File: config.mk
export PLATFORM = sky130hd
export DESIGN_NAME = improv_frame_receiver
export DESIGN_NICKNAME = d
export VERILOG_FILES = /design/src/design/ifr_pkg.sv /design/src/design/ifr_front.sv /design/src/design/ifr_job_queue.sv /design/src/design/ifr_back.sv /design/src/design/improv_frame_receiver.sv
export SDC_FILE = /design/constraint.sdc
export NUM_CORES = 2
export LEC_CHECK = 0
export BUFFER_PORTS_ARGS = -buffer_cell sky130_fd_sc_hd__buf_2
export CORE_MARGIN = 2
export CORE_UTILIZATION = 50
export DETAILED_ROUTE_END_ITERATION = 10
export PLACE_DENSITY = 0.62
export SLEW_MARGIN = 20
export SYNTH_ARGS = -nofsm -noshare
export SYNTH_HDL_FRONTEND = slang
export SYNTH_SLANG_ARGS = --single-unit
File: constraint.sdc
create_clock -name aclk -period 11.59 [get_ports aclk]
set_input_delay 2.318 -clock aclk [delete_from_list [all_inputs] [get_ports aclk]]
set_output_delay 2.318 -clock aclk [all_outputs]
set_load 0.1 [all_outputs]
File: src/design/ifr_pkg.sv
`timescale 1ns / 1ps

package ifr_pkg;

    // frame layout
    localparam int BUFFER_BYTES   = 128;
    localparam int HDR_LEN        = 6;
    localparam int VERSION_POS    = 6;
    localparam int TYPE_POS       = 7;
    localparam int LEN_POS        = 8;
    localparam int PAYLOAD_POS    = 9;
    localparam int FRAME_OVERHEAD = 10;
    localparam int POS_W          = 9;

    localparam logic [7:0] PROTO_VERSION = 8'h01;
    localparam logic [15:0] TIMEOUT_RESET = 16'd1000;

    // header characters
    localparam logic [7:0] CH_I = 8'h49;
    localparam logic [7:0] CH_M = 8'h4D;
    localparam logic [7:0] CH_P = 8'h50;
    localparam logic [7:0] CH_R = 8'h52;
    localparam logic [7:0] CH_O = 8'h4F;
    localparam logic [7:0] CH_V = 8'h56;

    // payload buffer: one bank holds one frame in 64-bit words
    localparam int PAY_WORDS = (BUFFER_BYTES - FRAME_OVERHEAD + 8) / 8;
    localparam int WORD_AW   = (PAY_WORDS > 1) ? $clog2(PAY_WORDS) : 1;
    localparam int MEM_DEPTH = 2 ** (WORD_AW + 1);

    // job queue
    localparam int QUEUE_DEPTH = 2;
    localparam int QCNT_W      = $clog2(QUEUE_DEPTH + 1);

    // input kind codes
    typedef enum logic {
        KIND_BYTE = 1'b0,
        KIND_TICK = 1'b1
    } in_kind_t;

    // result kind codes
    typedef enum logic [1:0] {
        RK_HEADER = 2'd0,
        RK_WORD   = 2'd1,
        RK_REJECT = 2'd2
    } rkind_t;

    // completed frame handed from front to back
    typedef struct packed {
        logic       accepted;
        logic [7:0] ptype;
        logic [7:0] plen;
        logic       bank;
    } job_t;

    // payload byte write into the buffer
    typedef struct packed {
        logic               en;
        logic               bank;
        logic [WORD_AW-1:0] addr;
        logic [2:0]         lane;
        logic [7:0]         data;
    } wr_t;

    // one result item
    typedef struct packed {
        rkind_t      kind;
        logic [7:0]  ptype;
        logic [7:0]  plen;
        logic [63:0] word;
        logic [3:0]  nbytes;
        logic        last;
    } res_t;

    function automatic logic [7:0] hdr_byte(input logic [2:0] idx);
        logic [7:0] b;
        unique case (idx)
            3'd0:    b = CH_I;
            3'd1:    b = CH_M;
            3'd2:    b = CH_P;
            3'd3:    b = CH_R;
            3'd4:    b = CH_O;
            3'd5:    b = CH_V;
            default: b = 8'h00;
        endcase
        return b;
    endfunction

endpackage

File: src/design/ifr_front.sv
`timescale 1ns / 1ps

module ifr_front (
    input  logic                aclk,
    input  logic                aresetn,
    input  logic                take,
    input  logic                in_kind,
    input  logic [7:0]          in_byte,
    input  logic                cfg_we,
    input  logic [15:0]         cfg_data,
    output logic                push,
    output ifr_pkg::job_t       job,
    output ifr_pkg::wr_t        wr
);

    logic [ifr_pkg::POS_W-1:0] pos_reg, pos_next;
    logic [7:0]                sum_reg, sum_next;
    logic [15:0]               idle_reg, idle_next;
    logic [15:0]               timeout_reg;
    logic [7:0]                ver_reg, ver_next;
    logic [7:0]                type_reg, type_next;
    logic [7:0]                len_reg, len_next;
    logic                      bank_reg, bank_next;

    logic [ifr_pkg::POS_W-1:0] eff_pos, pos_inc, total, pay_idx;
    logic [7:0]                eff_sum, cur_len;
    logic                      stale;

    // parse one item against the frame position
    always_comb begin
        pos_next  = pos_reg;
        sum_next  = sum_reg;
        idle_next = idle_reg;
        ver_next  = ver_reg;
        type_next = type_reg;
        len_next  = len_reg;
        bank_next = bank_reg;
        push      = 1'b0;
        job       = '0;
        wr        = '0;

        stale   = (pos_reg != '0) && (idle_reg > timeout_reg);
        eff_pos = stale ? '0 : pos_reg;
        eff_sum = stale ? '0 : sum_reg;
        cur_len = (eff_pos == ifr_pkg::POS_W'(ifr_pkg::LEN_POS)) ? in_byte : len_reg;
        total   = ifr_pkg::POS_W'(ifr_pkg::FRAME_OVERHEAD) + {1'b0, cur_len};
        pos_inc = eff_pos + 1'b1;
        pay_idx = eff_pos - ifr_pkg::POS_W'(ifr_pkg::PAYLOAD_POS);

        if (take) begin
            if (in_kind == ifr_pkg::KIND_TICK) begin
                // idle counter saturates
                if (idle_reg != '1) begin
                    idle_next = idle_reg + 16'd1;
                end
            end else begin
                idle_next = '0;
                if (eff_pos < ifr_pkg::POS_W'(ifr_pkg::HDR_LEN)) begin
                    // header hunt, restart on the first header character
                    if (in_byte == ifr_pkg::hdr_byte(eff_pos[2:0])) begin
                        pos_next = pos_inc;
                        sum_next = eff_sum + in_byte;
                    end else if (in_byte == ifr_pkg::CH_I) begin
                        pos_next = ifr_pkg::POS_W'(1);
                        sum_next = in_byte;
                    end else begin
                        pos_next = '0;
                        sum_next = '0;
                    end
                end else if (eff_pos >= ifr_pkg::POS_W'(ifr_pkg::BUFFER_BYTES)) begin
                    pos_next = '0;
                    sum_next = '0;
                end else begin
                    // capture fixed fields
                    if (eff_pos == ifr_pkg::POS_W'(ifr_pkg::VERSION_POS)) begin
                        ver_next = in_byte;
                    end
                    if (eff_pos == ifr_pkg::POS_W'(ifr_pkg::TYPE_POS)) begin
                        type_next = in_byte;
                    end
                    if (eff_pos == ifr_pkg::POS_W'(ifr_pkg::LEN_POS)) begin
                        len_next = in_byte;
                    end
                    // payload bytes go to the buffer bank of this frame
                    if (eff_pos >= ifr_pkg::POS_W'(ifr_pkg::PAYLOAD_POS)) begin
                        wr.en   = 1'b1;
                        wr.bank = bank_reg;
                        wr.addr = pay_idx[ifr_pkg::WORD_AW+2:3];
                        wr.lane = pay_idx[2:0];
                        wr.data = in_byte;
                    end
                    if (pos_inc < ifr_pkg::POS_W'(ifr_pkg::PAYLOAD_POS)) begin
                        pos_next = pos_inc;
                        sum_next = eff_sum + in_byte;
                    end else if (total > ifr_pkg::POS_W'(ifr_pkg::BUFFER_BYTES)) begin
                        pos_next = '0;
                        sum_next = '0;
                    end else if (pos_inc < total) begin
                        pos_next = pos_inc;
                        sum_next = eff_sum + in_byte;
                    end else begin
                        // checksum byte closes the frame
                        push         = 1'b1;
                        job.accepted = (eff_sum == in_byte) &&
                                       (ver_reg == ifr_pkg::PROTO_VERSION);
                        job.ptype    = type_reg;
                        job.plen     = cur_len;
                        job.bank     = bank_reg;
                        bank_next    = ~bank_reg;
                        pos_next     = '0;
                        sum_next     = '0;
                    end
                end
            end
        end
    end

    // control state
    always_ff @(posedge aclk) begin
        if (!aresetn) begin
            pos_reg     <= '0;
            sum_reg     <= '0;
            idle_reg    <= '0;
            timeout_reg <= ifr_pkg::TIMEOUT_RESET;
            bank_reg    <= 1'b0;
        end else begin
            pos_reg  <= pos_next;
            sum_reg  <= sum_next;
            idle_reg <= idle_next;
            bank_reg <= bank_next;
            if (cfg_we) begin
                timeout_reg <= cfg_data;
            end
        end
    end

    // frame fields
    always_ff @(posedge aclk) begin
        ver_reg  <= ver_next;
        type_reg <= type_next;
        len_reg  <= len_next;
    end

endmodule

File: src/design/ifr_job_queue.sv
`timescale 1ns / 1ps

module ifr_job_queue (
    input  logic                       aclk,
    input  logic                       aresetn,
    input  logic                       push,
    input  ifr_pkg::job_t              push_job,
    input  logic                       pop,
    output ifr_pkg::job_t              head,
    output logic                       empty,
    output logic                       full,
    output logic [ifr_pkg::QCNT_W-1:0] count
);

    ifr_pkg::job_t                  entry_reg [ifr_pkg::QUEUE_DEPTH];
    logic                           wr_ptr_reg, rd_ptr_reg;
    logic [ifr_pkg::QCNT_W-1:0]     count_reg, count_next;

    assign head  = entry_reg[rd_ptr_reg];
    assign empty = (count_reg == '0);
    assign full  = (count_reg == ifr_pkg::QCNT_W'(ifr_pkg::QUEUE_DEPTH));
    assign count = count_reg;

    // occupancy
    always_comb begin
        count_next = count_reg;
        if (push && !pop) begin
            count_next = count_reg + 1'b1;
        end else if (pop && !push) begin
            count_next = count_reg - 1'b1;
        end
    end

    // pointers
    always_ff @(posedge aclk) begin
        if (!aresetn) begin
            wr_ptr_reg <= 1'b0;
            rd_ptr_reg <= 1'b0;
            count_reg  <= '0;
        end else begin
            count_reg <= count_next;
            if (push) begin
                wr_ptr_reg <= ~wr_ptr_reg;
            end
            if (pop) begin
                rd_ptr_reg <= ~rd_ptr_reg;
            end
        end
    end

    // entries
    always_ff @(posedge aclk) begin
        if (push) begin
            entry_reg[wr_ptr_reg] <= push_job;
        end
    end

endmodule

File: src/design/ifr_back.sv
`timescale 1ns / 1ps

module ifr_back (
    input  logic                aclk,
    input  logic                aresetn,
    input  ifr_pkg::wr_t        wr,
    input  ifr_pkg::job_t       head,
    input  logic                q_empty,
    output logic                pop,
    output logic                res_valid,
    input  logic                res_ready,
    output ifr_pkg::res_t       res
);

    typedef enum logic [2:0] {
        BK_IDLE  = 3'b001,
        BK_FETCH = 3'b010,
        BK_LOAD  = 3'b100
    } bk_state_t;

    bk_state_t                   state_reg, state_next;
    logic [ifr_pkg::WORD_AW-1:0] idx_reg, idx_next;
    logic [7:0]                  remain_reg, remain_next;
    logic                        valid_reg, valid_next;
    ifr_pkg::res_t               res_reg, res_next;
    logic                        res_load;

    logic [63:0] mem [ifr_pkg::MEM_DEPTH];
    logic [63:0] rd_data_reg;
    logic [63:0] masked;
    logic [3:0]  nb;
    logic        out_free;

    // payload buffer, byte-lane writes from the front
    always_ff @(posedge aclk) begin
        if (wr.en) begin
            mem[{wr.bank, wr.addr}][{wr.lane, 3'b000} +: 8] <= wr.data;
        end
        rd_data_reg <= mem[{head.bank, idx_reg}];
    end

    assign out_free = !valid_reg || res_ready;
    assign nb       = (remain_reg > 8'd8) ? 4'd8 : remain_reg[3:0];

    // keep only the valid lanes of the word
    always_comb begin
        masked = '0;
        for (int j = 0; j < 8; j++) begin
            if (4'(j) < nb) begin
                masked[j*8 +: 8] = rd_data_reg[j*8 +: 8];
            end
        end
    end

    // result sequencer
    always_comb begin
        state_next  = state_reg;
        idx_next    = idx_reg;
        remain_next = remain_reg;
        res_next    = res_reg;
        res_load    = 1'b0;
        pop         = 1'b0;
        unique case (state_reg)
            BK_IDLE: begin
                if (!q_empty && out_free) begin
                    res_load      = 1'b1;
                    res_next      = '0;
                    if (!head.accepted) begin
                        res_next.kind = ifr_pkg::RK_REJECT;
                        res_next.last = 1'b1;
                        pop           = 1'b1;
                    end else begin
                        res_next.kind  = ifr_pkg::RK_HEADER;
                        res_next.ptype = head.ptype;
                        res_next.plen  = head.plen;
                        res_next.last  = (head.plen == 8'd0);
                        if (head.plen == 8'd0) begin
                            pop = 1'b1;
                        end else begin
                            idx_next    = '0;
                            remain_next = head.plen;
                            state_next  = BK_FETCH;
                        end
                    end
                end
            end
            BK_FETCH: begin
                state_next = BK_LOAD;
            end
            BK_LOAD: begin
                if (out_free) begin
                    res_load        = 1'b1;
                    res_next        = '0;
                    res_next.kind   = ifr_pkg::RK_WORD;
                    res_next.word   = masked;
                    res_next.nbytes = nb;
                    res_next.last   = (remain_reg <= 8'd8);
                    if (remain_reg <= 8'd8) begin
                        pop        = 1'b1;
                        state_next = BK_IDLE;
                    end else begin
                        idx_next    = idx_reg + 1'b1;
                        remain_next = remain_reg - 8'd8;
                        state_next  = BK_FETCH;
                    end
                end
            end
            default: begin
                state_next = BK_IDLE;
            end
        endcase
    end

    // output register valid
    always_comb begin
        valid_next = valid_reg;
        if (res_load) begin
            valid_next = 1'b1;
        end else if (res_ready) begin
            valid_next = 1'b0;
        end
    end

    always_ff @(posedge aclk) begin
        if (!aresetn) begin
            state_reg <= BK_IDLE;
            valid_reg <= 1'b0;
        end else begin
            state_reg <= state_next;
            valid_reg <= valid_next;
        end
    end

    always_ff @(posedge aclk) begin
        idx_reg    <= idx_next;
        remain_reg <= remain_next;
        res_reg    <= res_next;
    end

    assign res_valid = valid_reg;
    assign res       = res_reg;

endmodule

File: src/design/improv_frame_receiver.sv
`timescale 1ns / 1ps

// channel  | direction | transfer carries
// ---------+-----------+----------------------------------------------------
// s_axis   | in        | tuser: kind; tdata: byte_value
// m_axis   | out       | tuser: result_kind; tlast: last; tdata: packet_type,
//          |           |   payload_length, data_word, word_bytes
// cfg      | in        | cfg_data: resync_timeout_ms
//
// The front parses one input transfer per cycle and writes payload bytes into
// one of two buffer banks. A finished frame becomes a job in a two-entry queue.
// The back loads a header or reject result straight into the output register;
// each payload word passes the buffer read register, then the output register.
// s_tready drops while two finished frames are waiting in the queue.
// Reset is synchronous and clears control state; the buffer needs no clearing.

module improv_frame_receiver (
    input  logic        aclk,
    input  logic        aresetn,
    input  logic        s_tvalid,
    output logic        s_tready,
    input  logic [7:0]  s_tdata,   // [7:0] byte_value
    input  logic [0:0]  s_tuser,   // [0] kind
    output logic        m_tvalid,
    input  logic        m_tready,
    output logic [87:0] m_tdata,   // [7:0] packet_type, [15:8] payload_length,
                                   // [79:16] data_word, [83:80] word_bytes, rest 0
    output logic [1:0]  m_tuser,   // [1:0] result_kind
    output logic        m_tlast,
    input  logic        cfg_valid,
    output logic        cfg_ready,
    input  logic [15:0] cfg_data
);

    logic                       take;
    logic                       push, pop, q_empty, q_full;
    logic [ifr_pkg::QCNT_W-1:0] q_count;
    ifr_pkg::job_t              push_job, head;
    ifr_pkg::wr_t               wr;
    ifr_pkg::res_t              res;

    assign s_tready  = !q_full;
    assign take      = s_tvalid && s_tready;
    assign cfg_ready = 1'b1;

    ifr_front u_front (
        .aclk     (aclk),
        .aresetn  (aresetn),
        .take     (take),
        .in_kind  (s_tuser[0]),
        .in_byte  (s_tdata),
        .cfg_we   (cfg_valid && cfg_ready),
        .cfg_data (cfg_data),
        .push     (push),
        .job      (push_job),
        .wr       (wr)
    );

    ifr_job_queue u_queue (
        .aclk     (aclk),
        .aresetn  (aresetn),
        .push     (push),
        .push_job (push_job),
        .pop      (pop),
        .head     (head),
        .empty    (q_empty),
        .full     (q_full),
        .count    (q_count)
    );

    ifr_back u_back (
        .aclk      (aclk),
        .aresetn   (aresetn),
        .wr        (wr),
        .head      (head),
        .q_empty   (q_empty),
        .pop       (pop),
        .res_valid (m_tvalid),
        .res_ready (m_tready),
        .res       (res)
    );

    // result packing
    assign m_tuser = res.kind;
    assign m_tlast = res.last;
    assign m_tdata = {4'd0, res.nbytes, res.word, res.plen, res.ptype};

    // a rejected frame is always a single result with no data
    assert property (@(posedge aclk) disable iff (!aresetn)
        (m_tvalid && m_tuser == ifr_pkg::RK_REJECT) |-> (m_tlast && m_tdata[83:80] == 4'd0))
        else $error("reject result not final or carries data");

    // payload words carry one to eight bytes
    assert property (@(posedge aclk) disable iff (!aresetn)
        (m_tvalid && m_tuser == ifr_pkg::RK_WORD) |->
        (m_tdata[83:80] != 4'd0 && m_tdata[83:80] <= 4'd8))
        else $error("payload word byte count out of range");

    // an accepted frame with no payload ends at its header
    assert property (@(posedge aclk) disable iff (!aresetn)
        (m_tvalid && m_tuser == ifr_pkg::RK_HEADER && m_tdata[15:8] == 8'd0) |-> m_tlast)
        else $error("empty frame header not marked last");

    // input stalls only with the job queue full
    assert property (@(posedge aclk) disable iff (!aresetn)
        !s_tready |-> (q_count == ifr_pkg::QCNT_W'(ifr_pkg::QUEUE_DEPTH) && !q_empty))
        else $error("input stalled with room in the job queue");

endmodule
# After elaboration in Yosys (flattened, before gate mapping)
# Memories as Yosys holds them, arrays and structs flattened. A register that Yosys moved wholly into a read port is not among the register bits.
# Index checks and enable logic that the tools add are counted.
# W data, S select, Z words.
[classes] add_sub_neg=10 n_lt_le_gt_ge=17 n_eq_ne=23 n_shift=2 muxes=94 bitwise=9 n_reduce_logical=28
[op_table] op="$mux W8" count=25
[op_table] op="$mux W87" count=2
[op_table] op="$pmux W87 S2" count=1
[op_table] op="$mux W18" count=7
[op_table] op="$mux W17" count=5
[op_table] op="$mux W64" count=1
[op_table] op="$shift A8 B8 Y64 const A" count=1
[op_table] op="$shiftx A8 B8 Y64" count=1
[op_table] op="$mux W9" count=7
[op_table] op="$mux W16" count=3
[op_table] op="$pmux W7 S6" count=1
[op_table] op="$mux W4" count=6
[op_table] op="$mux W1" count=23
[op_table] op="$eq A9 B3 Y1 const B" count=2
[op_table] op="$add A16 B1 Y16 const B" count=1
[op_table] op="$eq A8 B8 Y1" count=2
[op_table] op="$gt A16 B16 Y1" count=1
[op_table] op="$lt A3 B4 Y1 const A" count=4
[op_table] op="$ne A16 B16 Y1 const B" count=1
[op_table] op="$pmux W8 S2" count=1
[op_table] op="$mux W3" count=4
[op_table] op="$reduce_and A5 Y1" count=2
[op_table] op="$add A4 B8 Y9 const A" count=1
[op_table] op="$add A9 B1 Y9 const B" count=1
[op_table] op="44 further kinds" count=80
[word_totals] reg_bits=181 ram_bits=2084 input_bits=30 out_inout_bits=94 word_cells=206 n_memories=2
[memory_table] memory="u_back.mem" words=32 word_bits=64 read_ports=1 rd_ports_with_merged_regs=1 write_ports=1 line="ifr_back.sv:28" rtl="logic [63:0] mem [ifr_pkg::MEM_DEPTH];"
[memory_table] memory="u_queue.entry_reg" words=2 word_bits=18 read_ports=1 rd_ports_with_merged_regs=1 write_ports=1 line="ifr_job_queue.sv:15" rtl="ifr_pkg::job_t entry_reg [ifr_pkg::QUEUE_DEPTH];"

# Depth between registers and ports, before layout
[depth] ltp_word=18 ltp_mapped=38

# Modules after synthesis
# A second synthesis with hierarchy kept.
[hier_totals] cells_unflattened=5454 area_unflattened_um2=91935.7
[by_module_without_submodules] module="ifr_back" n_inst=1 cells_each=4790 area_each_um2=85326.8 seq_area_each_um2=65833.1
[by_module_without_submodules] module="ifr_front" n_inst=1 cells_each=577 area_each_um2=5038.6 seq_area_each_um2=1721.7
[by_module_without_submodules] module="ifr_job_queue" n_inst=1 cells_each=78 area_each_um2=1515.2 seq_area_each_um2=1181.1
[by_module_without_submodules] module="improv_frame_receiver" n_inst=1 cells_each=9 area_each_um2=55.1 seq_area_each_um2=0.0

# Worst setup path after synthesis
# No wires, ideal clock.
[synth_timing] path_kind="input-to-reg" start="in m_tready" end="reg u_back.idx_reg[0] in the netlist's numbering, enable pin" setup_time_ns=0.380 arrival_ns=10.326 required_time_ns=11.210 path_slack_ns=0.884 stages=4 n_path_buf=0 cell_sequence="nand2b_1 > a21boi_0 > o21ai_0 > a21oi_1"
[synth_between] elab_chain_cells=4 elab_cells_between_ends=5
[synth_rtl] item="from (decl)" line="improv_frame_receiver.sv:25" rtl="input logic m_tready,"
[synth_rtl] item="$logic_or A1 B1 Y1 (*)" line="ifr_back.sv:42" rtl="assign out_free = !valid_reg || res_ready;"
[synth_rtl] item="$logic_and A1 B1 Y1" line="ifr_back.sv:65" rtl="if (!q_empty && out_free) begin"
[synth_rtl] item="$ne A2 B1 Y1 (no line)"
[synth_rtl] item="$reduce_and A6 Y1 (no line) (*)"
[synth_rtl] item="to (signal assigned)" line="ifr_back.sv:135" rtl="idx_reg <= idx_next;"
[synth_rtl] item="to (decl)" line="ifr_back.sv:22" rtl="logic [ifr_pkg::WORD_AW-1:0] idx_reg, idx_next;"
# Every way passes the cells marked *; elsewhere a longest branch is shown, timed or not.
# A chain may end at the register's enable or synchronous reset.

# Worst setup path after layout
[layout_timing] start="reg u_front.timeout_reg[11]" end="mem u_queue.entry_reg[1][12] in the netlist's numbering, enable pin"
[layout_between] elab_chain_cells=16 elab_cells_between_ends=21
[layout_rtl] item="from (decl)" line="ifr_front.sv:19" rtl="logic [15:0] timeout_reg;"
[layout_rtl] item="from (signal assigned)" line="ifr_front.sv:124" rtl="timeout_reg <= ifr_pkg::TIMEOUT_RESET;"
[layout_rtl] item="from (signal assigned)" line="ifr_front.sv:132" rtl="timeout_reg <= cfg_data;"
[layout_rtl] item="$gt A16 B16 Y1 (*)" line="ifr_front.sv:42" rtl="stale = (pos_reg != '0) && (idle_reg > timeout_reg);"
[layout_rtl] item="$logic_and A1 B1 Y1 (*)" line="ifr_front.sv:42"
[layout_rtl] item="$mux W9 (*)" line="ifr_front.sv:43" rtl="eff_pos = stale ? '0 : pos_reg;"
[layout_rtl] item="$eq A9 B4 Y1 (*)" line="ifr_front.sv:45" rtl="cur_len = (eff_pos == ifr_pkg::POS_W'(ifr_pkg::LEN_POS)) ? in_byte : len_reg;"
[layout_rtl] item="$mux W8 (*)"
[layout_rtl] item="named net u_front.cur_len[1]" line="ifr_front.sv:26" rtl="logic [7:0] eff_sum, cur_len;"
[layout_rtl] item="$add A4 B8 Y9 (*)" line="ifr_front.sv:46" rtl="total = ifr_pkg::POS_W'(ifr_pkg::FRAME_OVERHEAD) + {1'b0, cur_len};"
[layout_rtl] item="$lt A9 B9 Y1" line="ifr_front.sv:98" rtl="end else if (pos_inc < total) begin"
[layout_rtl] item="$mux W1" line="ifr_front.sv:98"
[layout_rtl] item="$mux W1 (*)" line="ifr_front.sv:95" rtl="end else if (total > ifr_pkg::POS_W'(ifr_pkg::BUFFER_BYTES)) begin"
[layout_rtl] item="$mux W1 (*)" line="ifr_front.sv:92" rtl="if (pos_inc < ifr_pkg::POS_W'(ifr_pkg::PAYLOAD_POS)) begin"
[layout_rtl] item="$mux W1 (*)" line="ifr_front.sv:70" rtl="end else if (eff_pos >= ifr_pkg::POS_W'(ifr_pkg::BUFFER_BYTES)) begin"
[layout_rtl] item="$mux W1 (*)" line="ifr_front.sv:58" rtl="if (eff_pos < ifr_pkg::POS_W'(ifr_pkg::HDR_LEN)) begin"
[layout_rtl] item="$mux W1 (*)" line="ifr_front.sv:51" rtl="if (in_kind == ifr_pkg::KIND_TICK) begin"
[layout_rtl] item="$mux W1 (*)" line="ifr_front.sv:50" rtl="if (take) begin"
[layout_rtl] item="$mux W1 (*)" line="ifr_job_queue.sv:53" rtl="if (push) begin"
[layout_rtl] item="$mux W1 (implied by the code) (*)" line="ifr_job_queue.sv:54" rtl="entry_reg[wr_ptr_reg] <= push_job;"
[layout_rtl] item="to (decl)" line="ifr_job_queue.sv:15"
# The timed path passes the listed nets; every way through them passes the cells marked *.

==> flow_metrics.env <==
export IMPL_outcome="finished, final reports clean"
export IMPL_cp_endpoint="u_queue.entry_reg[1][12]"
export IMPL_initial_core_util_pct=50.2
export IMPL_p_per_area_nw_per_um2=163
export IMPL_ctsResizeCount=0
export IMPL_async_reset_ff_share_pct=0
export IMPL_fillers=13200
export IMPL_synth_edf_count=2207
export IMPL_grt_use_total_pct=23.0
export IMPL_viasPerCell=5.97
export IMPL_critPathTopFamily="simple AND/OR/NAND/NOR gates"
export IMPL_synth_ff_type="edfxtp_1"
export IMPL_wl_per_cell_um=29.5
export IMPL_clk_insertion_delay_late_ns=0.87
export IMPL_ant_nets=0
export IMPL_critPathMaxStageDelay_ns=0.75
export IMPL_peakVddDrop_mv=0.134
export IMPL_port_buffer_count=118
export IMPL_grt_pass1_wl_um=307000
export IMPL_critPathRequiredTime_ns=12.06
export IMPL_syn_mean_instance_area_um2=21.0
export IMPL_route_detailed_drc=0
export IMPL_path_buf_inv=1
export IMPL_crit_slowest_cell="and2_1"
export IMPL_placedCellCount=6746
export IMPL_rr_startpoint="u_front.timeout_reg[11]"
export IMPL_grt_start_max_net_pins=141
export IMPL_core_region_area_um2=181000
export IMPL_setup_viol=0
export IMPL_gp_congestion=0.815
export IMPL_endpoint_kind="flip-flop"
export IMPL_drt_iter0_drc=4298
export IMPL_fin_setup_tns_ns=0
export IMPL_relSlewSlack_pct=21.4
export IMPL_io_pins=124
export IMPL_regArea_um2=68700
export IMPL_num_vias=42900
export IMPL_tritoncts="yes"
export IMPL_p_leak_nw=26.4
export IMPL_maxCapViolations=0
export IMPL_synth_cells=4312
export IMPL_clock_sinks=2330
export IMPL_critPathLaunch="u_front.timeout_reg[11]"
export IMPL_grt_pass1_vias=43400
export IMPL_fp_dieH_um=430
export IMPL_drt_wl_total_um=212000
export IMPL_die_w_um=430
export IMPL_ff2ff_setup_slack_ns=3.27
export IMPL_antenna_found_initial=7
export IMPL_h_tree_depth=4
export IMPL_hold_path_class="flip-flop to flip-flop"
export IMPL_multi_input_area_um2=21500
export IMPL_rsz0062_at_grt="no"
export IMPL_min_period_ns=8.32
export IMPL_stdcell_count=7190
export IMPL_clock_skew_ns=0.0360
export IMPL_rows=156
export IMPL_cts_hold_buf=0
export IMPL_ys_warn_count=0
export IMPL_tightestPinTransition_ns=1.18
export IMPL_largest_reg_flops=2048
export IMPL_firstDrtPassIters=8
export IMPL_cts_root_buf="clkbuf_16"
export IMPL_worstReg2RegEnd="u_queue.entry_reg[1][12]"
export IMPL_cp_start_kind="flip-flop"
export IMPL_post_cts_buffers=0
export IMPL_synth_cell_types=76
export IMPL_ys_ff_latch=2330
export IMPL_cpMostUsedCell="ha_1"
export IMPL_worst_path_stages=28
export IMPL_fmax_mhz=120
export IMPL_crit_type="flip-flop to flip-flop"
export IMPL_dp_final_hpwl_um=127000
export IMPL_rr_worst_depth=28
export IMPL_crit_fanout=21
export IMPL_clockBufferDepth=3
export IMPL_period_share_pct=71.8
export IMPL_hold_viol=0
export IMPL_final_layout_size_suffix_gt1_share_pct=28.4
export IMPL_fp_dieArea_um2=185000
export IMPL_syn_cell_area_um2=90700
export IMPL_ys_seq_area_share_pct=75.8
export IMPL_clk_pin_slew_ns=0.06
export IMPL_gr_total_overflow=0
export IMPL_syn2layout_area_growth_pct=13.0
export IMPL_numCtsBuffers=231
export IMPL_arrival_ns=8.79
export IMPL_drv_slew=0
export IMPL_nNetsFinal=4684
[synthesized netlist by cell type, types with 12 or more instances]
master | count | area share, %
and2_1 | 85 | 0.59
mux2_2 | 69 | 0.86
a21oi_1 | 38 | 0.21
xnor2_1 | 22 | 0.21
nand4_1 | 12 | 0.083
nand3_1 | 23 | 0.13
clkbuf_1 | 146 | 0.60
nand2b_1 | 12 | 0.083
nand2_1 | 90 | 0.37
mux4_2 | 640 | 16
o21ai_0 | 19 | 0.10
and3_1 | 18 | 0.12
nor2_1 | 409 | 1.7
nor4_1 | 12 | 0.083
nor3_1 | 23 | 0.13
mux2i_1 | 35 | 0.39
dfxtp_1 | 123 | 2.7
xor2_1 | 25 | 0.24
buf_1 | 60 | 0.25
inv_1 | 43 | 0.18
edfxtp_1 | 2207 | 73
nor2b_1 | 24 | 0.17
ha_1 | 44 | 0.61
[worst reg2reg max path, delay by kind of cell, from the launching register on]
kind                       cells  cell delay, ns
and+or+nand+nor               10            2.96
AOI/OAI and AO/OA             11            2.74
adders and majority gates      4            1.25
muxes                          2            0.64
DFF                            1            0.33
buffers and inverters          1            0.05
[per-layer routing]
layer	wire (um)	share of wire (%)	GRT usage, %
met5	0	0	0
met4	6340	3.0	7.80
met3	13500	6.4	3.79
met2	103000	49	36.3
met1	89000	42	33.1
[how the worst min path moves through the flow]
stage | startpoint | cells past startpoint | slack [ns] | endpoint
floorplan | u_front.sum_reg[5] | 1 | 0.44 | u_front.sum_reg[5]
global placement | u_front.sum_reg[5] | 1 | 0.45 | u_front.sum_reg[5]
detailed placement | u_front.sum_reg[5] | 1 | 0.46 | u_front.sum_reg[5]
CTS | u_front.sum_reg[4] | 1 | 0.48 | u_front.sum_reg[4]
global route | u_back.rd_data_reg[6] | 1 | 0.50 | u_back.res[11]
finish | u_front.sum_reg[1] | 1 | 0.47 | u_front.sum_reg[1]
[cells in the final DEF (no fill, tap or decap), types with 33 or more instances in the layout]
cell type / n
edfxtp_1: 2207
mux4_2: 640
nor2_1: 363
clkbuf_16: 236
dfxtp_1: 123
buf_2: 118
buf_4: 88
nand2_1: 84
and2_1: 75
mux2_2: 69
conb_1: 69
clkinv_2: 49
clkinv_1: 47
clkbuf_1: 46
ha_1: 44
inv_1: 43
a21oi_1: 38
mux2i_1: 34
nor2_2: 33
[logic make-up (layout without fill, tap and decap cells)]
group | Yosys count | in the layout | share of synthesized area (%)
other cells | 2 | 74 | 0.00828
fa+ha+maj | 45 | 45 | 0.629
simple gates | 751 | 751 | 3.83
flops | 2330 | 2330 | 75.8
xor+xnor | 47 | 47 | 0.454
compound gates | 126 | 126 | 0.948
buf+inv | 264 | 700 | 1.14
mux | 747 | 747 | 17.2
[stage by stage]
step | instance area, um2 | setup slack (ns) | power (mW) | hold WS [ns] | util (%)
floorplan | 90900 | 0.884 | 9.33 | 0.441 | -
global placement | 94700 | 3.49 | 9.36 | 0.453 | 52.4
detailed placement | 94700 | 3.27 | 9.36 | 0.463 | 52.5
CTS | 102000 | 3.26 | 16.8 | 0.476 | 56.7
global route | 102000 | 2.57 | 17.1 | 0.498 | 56.7
finish | 102000 | 3.27 | 16.7 | 0.474 | 56.7
[area by class of cell]
cell class              instances  share of cell area [%]
flip-flops and latches       2330                    67.1
inverters                      44                   0.161
clock buffers                 296                    6.12
well taps                    2370                    2.89
diodes                          5                  0.0122
clock inverters               143                    1.36
multi-input cells            1785                    20.9
repair buffers                217                    1.43
[power breakdown]
part           switching [mW]  internal [mW]  total (mW)
sequential            0.00756           9.09        9.10
clock                    3.18           4.29        7.47
combinational          0.0582         0.0230      0.0813
No activity file was read; power rests on OpenSTA's default activity.
